[src/rtl/dsat_pkg.sv]
// dsat_pkg: shared sizes, opcodes, beat structs and state type for the slot table
`timescale 1ns / 1ps

package dsat_pkg;

    // table sizing
    localparam int SLOT_COUNT = 16;
    localparam int KEY_WIDTH  = 64;
    localparam int SLOT_W     = (SLOT_COUNT > 1) ? $clog2(SLOT_COUNT) : 1;
    localparam int CNT_W      = $clog2(SLOT_COUNT + 1);
    // common width for comparing and resizing slot numbers and counts
    localparam int CMP_W      = 8;

    // command opcodes
    localparam logic [1:0] OP_RESOLVE = 2'd0;
    localparam logic [1:0] OP_READ    = 2'd1;
    localparam logic [1:0] OP_BEGIN   = 2'd2;
    localparam logic [1:0] OP_CLEAR   = 2'd3;

    // command beat
    typedef struct packed {
        logic [1:0]  opcode;
        logic [63:0] profile_key;
        logic        is_leaf;
        logic [3:0]  slot_index;
    } t_dsat_cmd;

    // result beat
    typedef struct packed {
        logic        slot_found;
        logic [3:0]  slot_number;
        logic [63:0] read_key;
        logic [4:0]  assigned_count;
        logic [31:0] overflow_count;
    } t_dsat_res;

    // controller states
    typedef enum logic [1:0] {
        ST_IDLE,
        ST_SCAN,
        ST_READ
    } t_dsat_state;

    // slot number resized to the result field
    function automatic logic [3:0] slot_to_field(input logic [SLOT_W-1:0] slot);
        logic [CMP_W-1:0] wide;
        wide = CMP_W'(slot);
        return wide[3:0];
    endfunction

    // slot count resized to the result field
    function automatic logic [4:0] count_to_field(input logic [CNT_W-1:0] cnt);
        logic [CMP_W-1:0] wide;
        wide = CMP_W'(cnt);
        return wide[4:0];
    endfunction

endpackage

[src/rtl/dsat_key_ram.sv]
// dsat_key_ram: key store, one write port and one registered read port
`timescale 1ns / 1ps

module dsat_key_ram #(
    parameter int DEPTH  = 16,
    parameter int WIDTH  = 64,
    parameter int ADDR_W = 4
) (
    input  logic              i_clk,
    input  logic              i_wr_en,
    input  logic [ADDR_W-1:0] i_wr_addr,
    input  logic [WIDTH-1:0]  i_wr_data,
    input  logic              i_rd_en,
    input  logic [ADDR_W-1:0] i_rd_addr,
    output logic [WIDTH-1:0]  o_rd_data
);

    logic [WIDTH-1:0] r_mem [DEPTH];
    logic [WIDTH-1:0] r_rd_data;

    // write port
    always_ff @(posedge i_clk) begin
        if (i_wr_en) begin
            r_mem[i_wr_addr] <= i_wr_data;
        end
    end

    // read port, registered
    always_ff @(posedge i_clk) begin
        if (i_rd_en) begin
            r_rd_data <= r_mem[i_rd_addr];
        end
    end

    assign o_rd_data = r_rd_data;

endmodule

[src/rtl/dedup_slot_allocation_table_core.sv]
// dedup_slot_allocation_table_core: top level of the deduplicating slot table
//
//  channel   | handshake             | payload
//  ----------+-----------------------+-------------------------
//  command   | start, busy           | i_cmd  (t_dsat_cmd)
//  result    | o_done (1-cycle strobe)| o_res (t_dsat_res)
//
//  a command beat is taken when start is high and busy is low
//  resolve of a leaf key scans the assigned slots through the key ram, one read
//  per cycle, and ends at the first matching slot or after the last assigned one
//  read of an assigned slot passes through the registered ram read, all other commands answer from idle
//  synchronous active-low reset empties the table and clears the refusal count;
//  clear all needs no sweep, slots past the assigned count always read as zero
//  results cannot be held off; a new command may be taken during the strobe cycle
`timescale 1ns / 1ps

module dedup_slot_allocation_table_core (
    input  logic                i_clk,
    input  logic                i_rst_n,
    input  logic                start,
    output logic                busy,
    input  dsat_pkg::t_dsat_cmd i_cmd,
    output logic                o_done,
    output dsat_pkg::t_dsat_res o_res
);

    import dsat_pkg::*;

    // control and counters
    t_dsat_state          r_state, n_state;
    logic [CNT_W-1:0]     r_next_free, n_next_free;
    logic [31:0]          r_refused, n_refused;
    logic                 r_done, n_done;

    // scan bookkeeping
    logic [CNT_W-1:0]     r_addr, n_addr;
    logic                 r_cmp_vld, n_cmp_vld;
    logic [SLOT_W-1:0]    r_cmp_idx, n_cmp_idx;

    // latched command and result payload
    logic [KEY_WIDTH-1:0] r_key, n_key;
    logic                 r_found, n_found;
    logic [3:0]           r_slot, n_slot;
    logic [63:0]          r_rkey, n_rkey;

    // ram ports
    logic                 ram_wr_en;
    logic [SLOT_W-1:0]    ram_wr_addr;
    logic                 ram_rd_en;
    logic [SLOT_W-1:0]    ram_rd_addr;
    logic [KEY_WIDTH-1:0] ram_rd_data;

    // decode helpers
    logic                 accept;
    logic [CMP_W-1:0]     idx_ext;
    logic [CMP_W-1:0]     free_ext;
    logic [CMP_W-1:0]     addr_ext;
    logic                 idx_ok;
    logic                 scan_more;
    logic                 hit;
    logic                 full;

    assign accept    = start && (r_state == ST_IDLE);
    assign idx_ext   = CMP_W'(i_cmd.slot_index);
    assign free_ext  = CMP_W'(r_next_free);
    assign addr_ext  = CMP_W'(r_addr);
    assign idx_ok    = idx_ext < free_ext;
    assign scan_more = addr_ext < free_ext;
    assign hit       = r_cmp_vld && (ram_rd_data == r_key);
    assign full      = (free_ext == CMP_W'(SLOT_COUNT));

    dsat_key_ram #(
        .DEPTH  (SLOT_COUNT),
        .WIDTH  (KEY_WIDTH),
        .ADDR_W (SLOT_W)
    ) u_ram (
        .i_clk     (i_clk),
        .i_wr_en   (ram_wr_en),
        .i_wr_addr (ram_wr_addr),
        .i_wr_data (r_key),
        .i_rd_en   (ram_rd_en),
        .i_rd_addr (ram_rd_addr),
        .o_rd_data (ram_rd_data)
    );

    // next state
    always_comb begin
        n_state = r_state;
        unique case (r_state)
            ST_IDLE: begin
                if (accept) begin
                    if (i_cmd.opcode == OP_RESOLVE && i_cmd.is_leaf) begin
                        n_state = ST_SCAN;
                    end else if (i_cmd.opcode == OP_READ && idx_ok) begin
                        n_state = ST_READ;
                    end
                end
            end
            ST_SCAN: begin
                if (hit || !scan_more) begin
                    n_state = ST_IDLE;
                end
            end
            ST_READ: begin
                n_state = ST_IDLE;
            end
            default: begin
                n_state = ST_IDLE;
            end
        endcase
    end

    // datapath and ram control
    always_comb begin
        n_next_free = r_next_free;
        n_refused   = r_refused;
        n_done      = 1'b0;
        n_addr      = r_addr;
        n_cmp_vld   = r_cmp_vld;
        n_cmp_idx   = r_cmp_idx;
        n_key       = r_key;
        n_found     = r_found;
        n_slot      = r_slot;
        n_rkey      = r_rkey;
        ram_wr_en   = 1'b0;
        ram_wr_addr = r_next_free[SLOT_W-1:0];
        ram_rd_en   = 1'b0;
        ram_rd_addr = r_addr[SLOT_W-1:0];
        unique case (r_state)
            ST_IDLE: begin
                if (accept) begin
                    n_key     = i_cmd.profile_key[KEY_WIDTH-1:0];
                    n_addr    = '0;
                    n_cmp_vld = 1'b0;
                    n_found   = 1'b0;
                    n_slot    = '0;
                    n_rkey    = '0;
                    unique case (i_cmd.opcode)
                        OP_RESOLVE: begin
                            n_done = !i_cmd.is_leaf;
                        end
                        OP_READ: begin
                            ram_rd_addr = idx_ext[SLOT_W-1:0];
                            ram_rd_en   = idx_ok;
                            n_done      = !idx_ok;
                        end
                        OP_BEGIN: begin
                            n_next_free = '0;
                            n_done      = 1'b1;
                        end
                        OP_CLEAR: begin
                            n_next_free = '0;
                            n_refused   = '0;
                            n_done      = 1'b1;
                        end
                        default: begin
                            n_done = 1'b1;
                        end
                    endcase
                end
            end
            ST_SCAN: begin
                // issue the next slot read while comparing the previous one
                ram_rd_en = scan_more;
                n_cmp_vld = scan_more;
                n_cmp_idx = r_addr[SLOT_W-1:0];
                if (scan_more) begin
                    n_addr = r_addr + CNT_W'(1);
                end
                if (hit) begin
                    n_found = 1'b1;
                    n_slot  = slot_to_field(r_cmp_idx);
                    n_done  = 1'b1;
                end else if (!scan_more) begin
                    n_done = 1'b1;
                    if (full) begin
                        if (r_refused != '1) begin
                            n_refused = r_refused + 32'd1;
                        end
                    end else begin
                        // no match: take the next free slot
                        ram_wr_en   = 1'b1;
                        n_next_free = r_next_free + CNT_W'(1);
                        n_found     = 1'b1;
                        n_slot      = slot_to_field(r_next_free[SLOT_W-1:0]);
                    end
                end
            end
            ST_READ: begin
                n_rkey = 64'(ram_rd_data);
                n_done = 1'b1;
            end
            default: begin
                n_done = 1'b0;
            end
        endcase
    end

    // control registers
    always_ff @(posedge i_clk) begin
        if (!i_rst_n) begin
            r_state     <= ST_IDLE;
            r_next_free <= '0;
            r_refused   <= '0;
            r_done      <= 1'b0;
            r_cmp_vld   <= 1'b0;
            r_addr      <= '0;
        end else begin
            r_state     <= n_state;
            r_next_free <= n_next_free;
            r_refused   <= n_refused;
            r_done      <= n_done;
            r_cmp_vld   <= n_cmp_vld;
            r_addr      <= n_addr;
        end
    end

    // payload registers
    always_ff @(posedge i_clk) begin
        r_cmp_idx <= n_cmp_idx;
        r_key     <= n_key;
        r_found   <= n_found;
        r_slot    <= n_slot;
        r_rkey    <= n_rkey;
    end

    // result beat
    assign busy                 = (r_state != ST_IDLE);
    assign o_done               = r_done;
    assign o_res.slot_found     = r_found;
    assign o_res.slot_number    = r_slot;
    assign o_res.read_key       = r_rkey;
    assign o_res.assigned_count = count_to_field(r_next_free);
    assign o_res.overflow_count = r_refused;

endmodule

[config.mk]
export PLATFORM = sky130hd
export DESIGN_NAME = dedup_slot_allocation_table_core
export DESIGN_NICKNAME = d
export VERILOG_FILES = /design/src/rtl/dsat_pkg.sv /design/src/rtl/dsat_key_ram.sv /design/src/rtl/dedup_slot_allocation_table_core.sv
export SDC_FILE = /design/constraint.sdc
export NUM_CORES = 2
export LEC_CHECK = 0
export BUFFER_PORTS_ARGS = -buffer_cell sky130_fd_sc_hd__buf_2
export CAP_MARGIN = 25
export CORE_MARGIN = 2
export CORE_UTILIZATION = 60
export DETAILED_ROUTE_END_ITERATION = 8
export PLACE_DENSITY = 0.75
export SLEW_MARGIN = 15
export SYNTH_ARGS = -nofsm -noshare
export SYNTH_HDL_FRONTEND = slang
export SYNTH_SLANG_ARGS = --single-unit
[constraint.sdc]
create_clock -name i_clk -period 19.6 [get_ports i_clk]
set_input_delay 0.98 -clock i_clk [delete_from_list [all_inputs] [get_ports i_clk]]
set_output_delay 0.98 -clock i_clk [all_outputs]
set_load 0.05 [all_outputs]
==> summary.md <==
| Metric | Value |
|---|---|
| Syn_area_per_cell | `20.6 µm²` |
| Initial antenna violation count | `2` |
| Routed len/inst | `31.5 µm` |
| YS warnings | `0` |
| CP Data Required Time | `20.04 ns` |
| M1 WL | `44200 µm` |
| # setup viols final | `0` |
| Startpoint types | `register` |
| Pre-CTS setup slack | `13.77 ns` |
| Cell Pwr Density | `101 nW/µm²` |
| Maximum clock rate | `204 MHz` |
| Mapped Area | `48700 µm²` |
| Critical path class | `register to register` |
| Biggest cell delay along the critical path | `0.79 ns` |
| Reg2Reg Launch Point | `r_state[0]` |
| Area leader, netlist | `edfxtp_1` |
| Syn Inst Count | `2368` |
| Worst Skew | `0.0261 ns` |
| Hold WC Path Type | `primary input to register` |
| 1st-iter DRT viols | `3363` |
| Number of clock sinks | `1271` |
| Seq/Total Area, Yosys | `0.774` |
| Vias in the first global route | `25300` |
| Pre-Repair DR Iteration Count | `5` |
| R2R Path End | `u_ram.o_rd_data[47]` |
| Die X | `289 µm` |
| Metal3 WL | `12700 µm` |
| Routed Wire Length | `119000 µm` |
| Min-Delay Endpoint | `r_key[16]` |
| NumNets Final | `2689` |
| Layout cells sized above 1 | `0.253` |
| Die area | `83500 µm²` |
| Pleak | `18.3 nW` |
| Total gr overflow | `0` |
| Reg clk slew, reported paths | `0.06 ns` |
| VDD IR max | `0.0713 mV` |
| First-pass GRT wire length | `170000 µm` |
| Max Cap Viol | `0` |
| CTS tree | `built` |
| Most used DFF post-synth | `edfxtp_1` |
| Slew headroom | `0.114` |
| Post-CTS Hold Buffers | `0` |
| RSZ-0062 raised after global routing | `no` |
| DR vias | `25400` |
| Routability cong. | `0.885` |
| CP arrival | `5.33 ns` |
| Antenna Nets Post-Route | `0` |
| Cts bufs inserted | `120` |
| Row cnt | `104` |
| Final worst slack | `14.71 ns` |
| Final hold violations | `0` |
| Setup crit end kind | `register` |
| Post-synth top area share | `0.755` |
| Worst skew pair latency | `0.70 ns` |
| Critical path, cell by cell | `nor2_1 > nand2_2 > inv_4 > nand2_4 > mux2i_4 > buf_4 > buf_12 > buf_12 > mux4_2 > a22oi_1 > nand2_1` |
| Worst Hold Depth | `1` |
| Mapped Nets | `2455` |
| Core area | `80400 µm²` |
| Setup TNS | `0 ns` |
| Most used cell, CP | `buf_12` |
| Status | `finished, final reports clean` |
| CTS Buffer Depth | `3` |
| Flops & latches, synth | `1271` |
| Crit path max-delay family | `buffers and inverters` |
| Final min period | `4.89 ns` |
| Largest cells by area after synthesis | `edfxtp_1 (75%), mux4_2 (12%), a22oi_1 (2.0%)` |
| Crit-path max FO | `114` |
| Post-synth EDFFs | `1225` |
| R2r worst-path depth | `11` |
| Initial Utilization | `0.606` |
| Met2 WL | `58500 µm` |
| Postcts setup bufs | `0` |
| Die Y | `289 µm` |
| Area Overhead vs Synth | `12.5%` |
| Slowest CP cell | `buf_12` |
| PortBufs | `181` |
| Via density | `6.75` |
| Root Buffer | `clkbuf_16` |
| R2R Setup Slk | `14.71 ns` |
| Max Used Layer | `met5` |
| Netlist cell types | `62` |
| DR DRC count | `0` |
| Final period util | `0.250` |
| Crit path buffers/inverters | `4` |
| Async SR Flop Fraction | `0` |
| All-Layer GR Usage | `0.285` |
| DP HPWL | `60000 µm` |
| Largest net degree at the start of global routing | `186` |
| Slew Limit Fails | `0` |
| Post-CTS sizing | `0` |
| Hold path startpoint | `i_cmd[21]` |
| Slew @ Worst Pin | `1.33 ns` |
| Boundary Pins | `182` |
| H-tree depth | `3` |
==> worst max-delay path by stage <==
stage | from | end | slack, ns | cells after the start
final | r_state[0] | u_ram.o_rd_data[47] | 14.71 | 11
after global routing | r_state[0] | u_ram.o_rd_data[13] | 14.35 | 11
after CTS | r_state[0] | u_ram.o_rd_data[47] | 14.12 | 11
after detailed placement | start | u_ram.o_rd_data[3] | 13.77 | 11
after global placement | start | u_ram.o_rd_data[46] | 13.92 | 11
after floorplan | i_cmd[1] | u_ram.o_rd_data[0] | 12.68 | 6
==> per-layer routing <==
metal / up-vias / global-route usage
li1: 10300 / -
met3: 261 / 0.0512
met5: - / 0
met4: 4 / 0.0834
met1: 13100 / 0.402
met2: 1788 / 0.467
==> placed cells by master (no fill, tap or decap), drive strengths merged, types with 16 or more instances in the layout <==
cell type,n
edfxtp,1225
mux4,256
buf,217
clkbuf,153
a22oi,128
nand2,107
and2,86
clkinv,51
nor2,48
dfxtp,46
nand3,35
o21ai,35
nand2b,32
xnor2,26
xor2,26
nor4,26
nand4,25
inv,25
o22a,22
and3,18
nor3,16
==> stage by stage <==
| step | hold slack (ns) | cells | cell area, µm² | total power, W | utilization |
|---|---|---|---|---|---|
| 3_3_place_gp | 0.508 | 3536 | 50800 | 0.00325 | 0.632 |
| 4_1_cts | 0.424 | 3764 | 54800 | 0.00554 | 0.681 |
| 2_1_floorplan | 0.458 | 2368 | 48700 | 0.00319 | - |
| 5_1_grt | 0.436 | 3767 | 54900 | 0.00564 | 0.682 |
| 6_report | 0.457 | 3768 | 54900 | 0.00552 | 0.682 |
| 3_5_place_dp | 0.521 | 3537 | 50800 | 0.00326 | 0.632 |
==> Yosys cell counts (2+ instances only) <==
cell / number
a211oi_1: 2
a21boi_0: 3
a21o_1: 3
a21oi_1: 3
a221o_1: 4
a22oi_1: 128
a32o_1: 2
and2_1: 85
and3_1: 18
buf_2: 39
buf_4: 21
buf_6: 3
clkbuf_1: 42
dfxtp_1: 46
edfxtp_1: 1225
ha_1: 13
inv_1: 19
mux2_2: 4
mux2i_1: 10
mux4_2: 256
nand2_1: 104
nand2_4: 2
nand2b_1: 32
nand3_1: 35
nand4_1: 25
nand4b_1: 3
nor2_1: 48
nor2b_1: 2
nor3_1: 15
nor4_1: 25
nor4b_1: 2
o2111ai_1: 8
o211ai_1: 4
o21ai_0: 27
o21ai_1: 8
o22a_1: 22
o22ai_1: 2
or4_1: 4
xnor2_1: 26
xor2_1: 26
==> flip-flops by register name, indices dropped and copies added (netlist names) <==
signal and flops:
r_found 1, r_next_free 5, r_slot 4, r_cmp_vld 1, o_done 1, r_addr 5
r_state 2, r_key 64, u_ram.o_rd_data 64, r_cmp_idx 4, u_ram.r_mem 1024, r_rkey 64
r_refused 32
==> cell families after synthesis <==
group / share of synthesized area
AO/OA/AOI/OAI: 0.0343
buffers and inverters: 0.0127
flip-flops: 0.774
multiplexers: 0.122
adder cells (fa/ha/maj): 0.00334
AND/OR/NAND/NOR: 0.0449
XOR/XNOR: 0.00934
==> final cells by class <==
cell class	count	area [µm²]
antenna	1	2.50
clock buffer	153	3210
clock inverter	74	729
fill	4838	25600
inverter	20	77.6
multi-input combinational	972	10500
sequential	1271	37700
tap	1060	1330
timing repair buffer	217	1270
==> power breakdown <==
part / switching [W] / internal, W / total, W
clock network: 0.000988 / 0.00133 / 0.00232
logic: 0.000108 / 0.0000542 / 0.000162
registers: 0.0000410 / 0.00300 / 0.00304
Power figures use the tool's default switching activity.
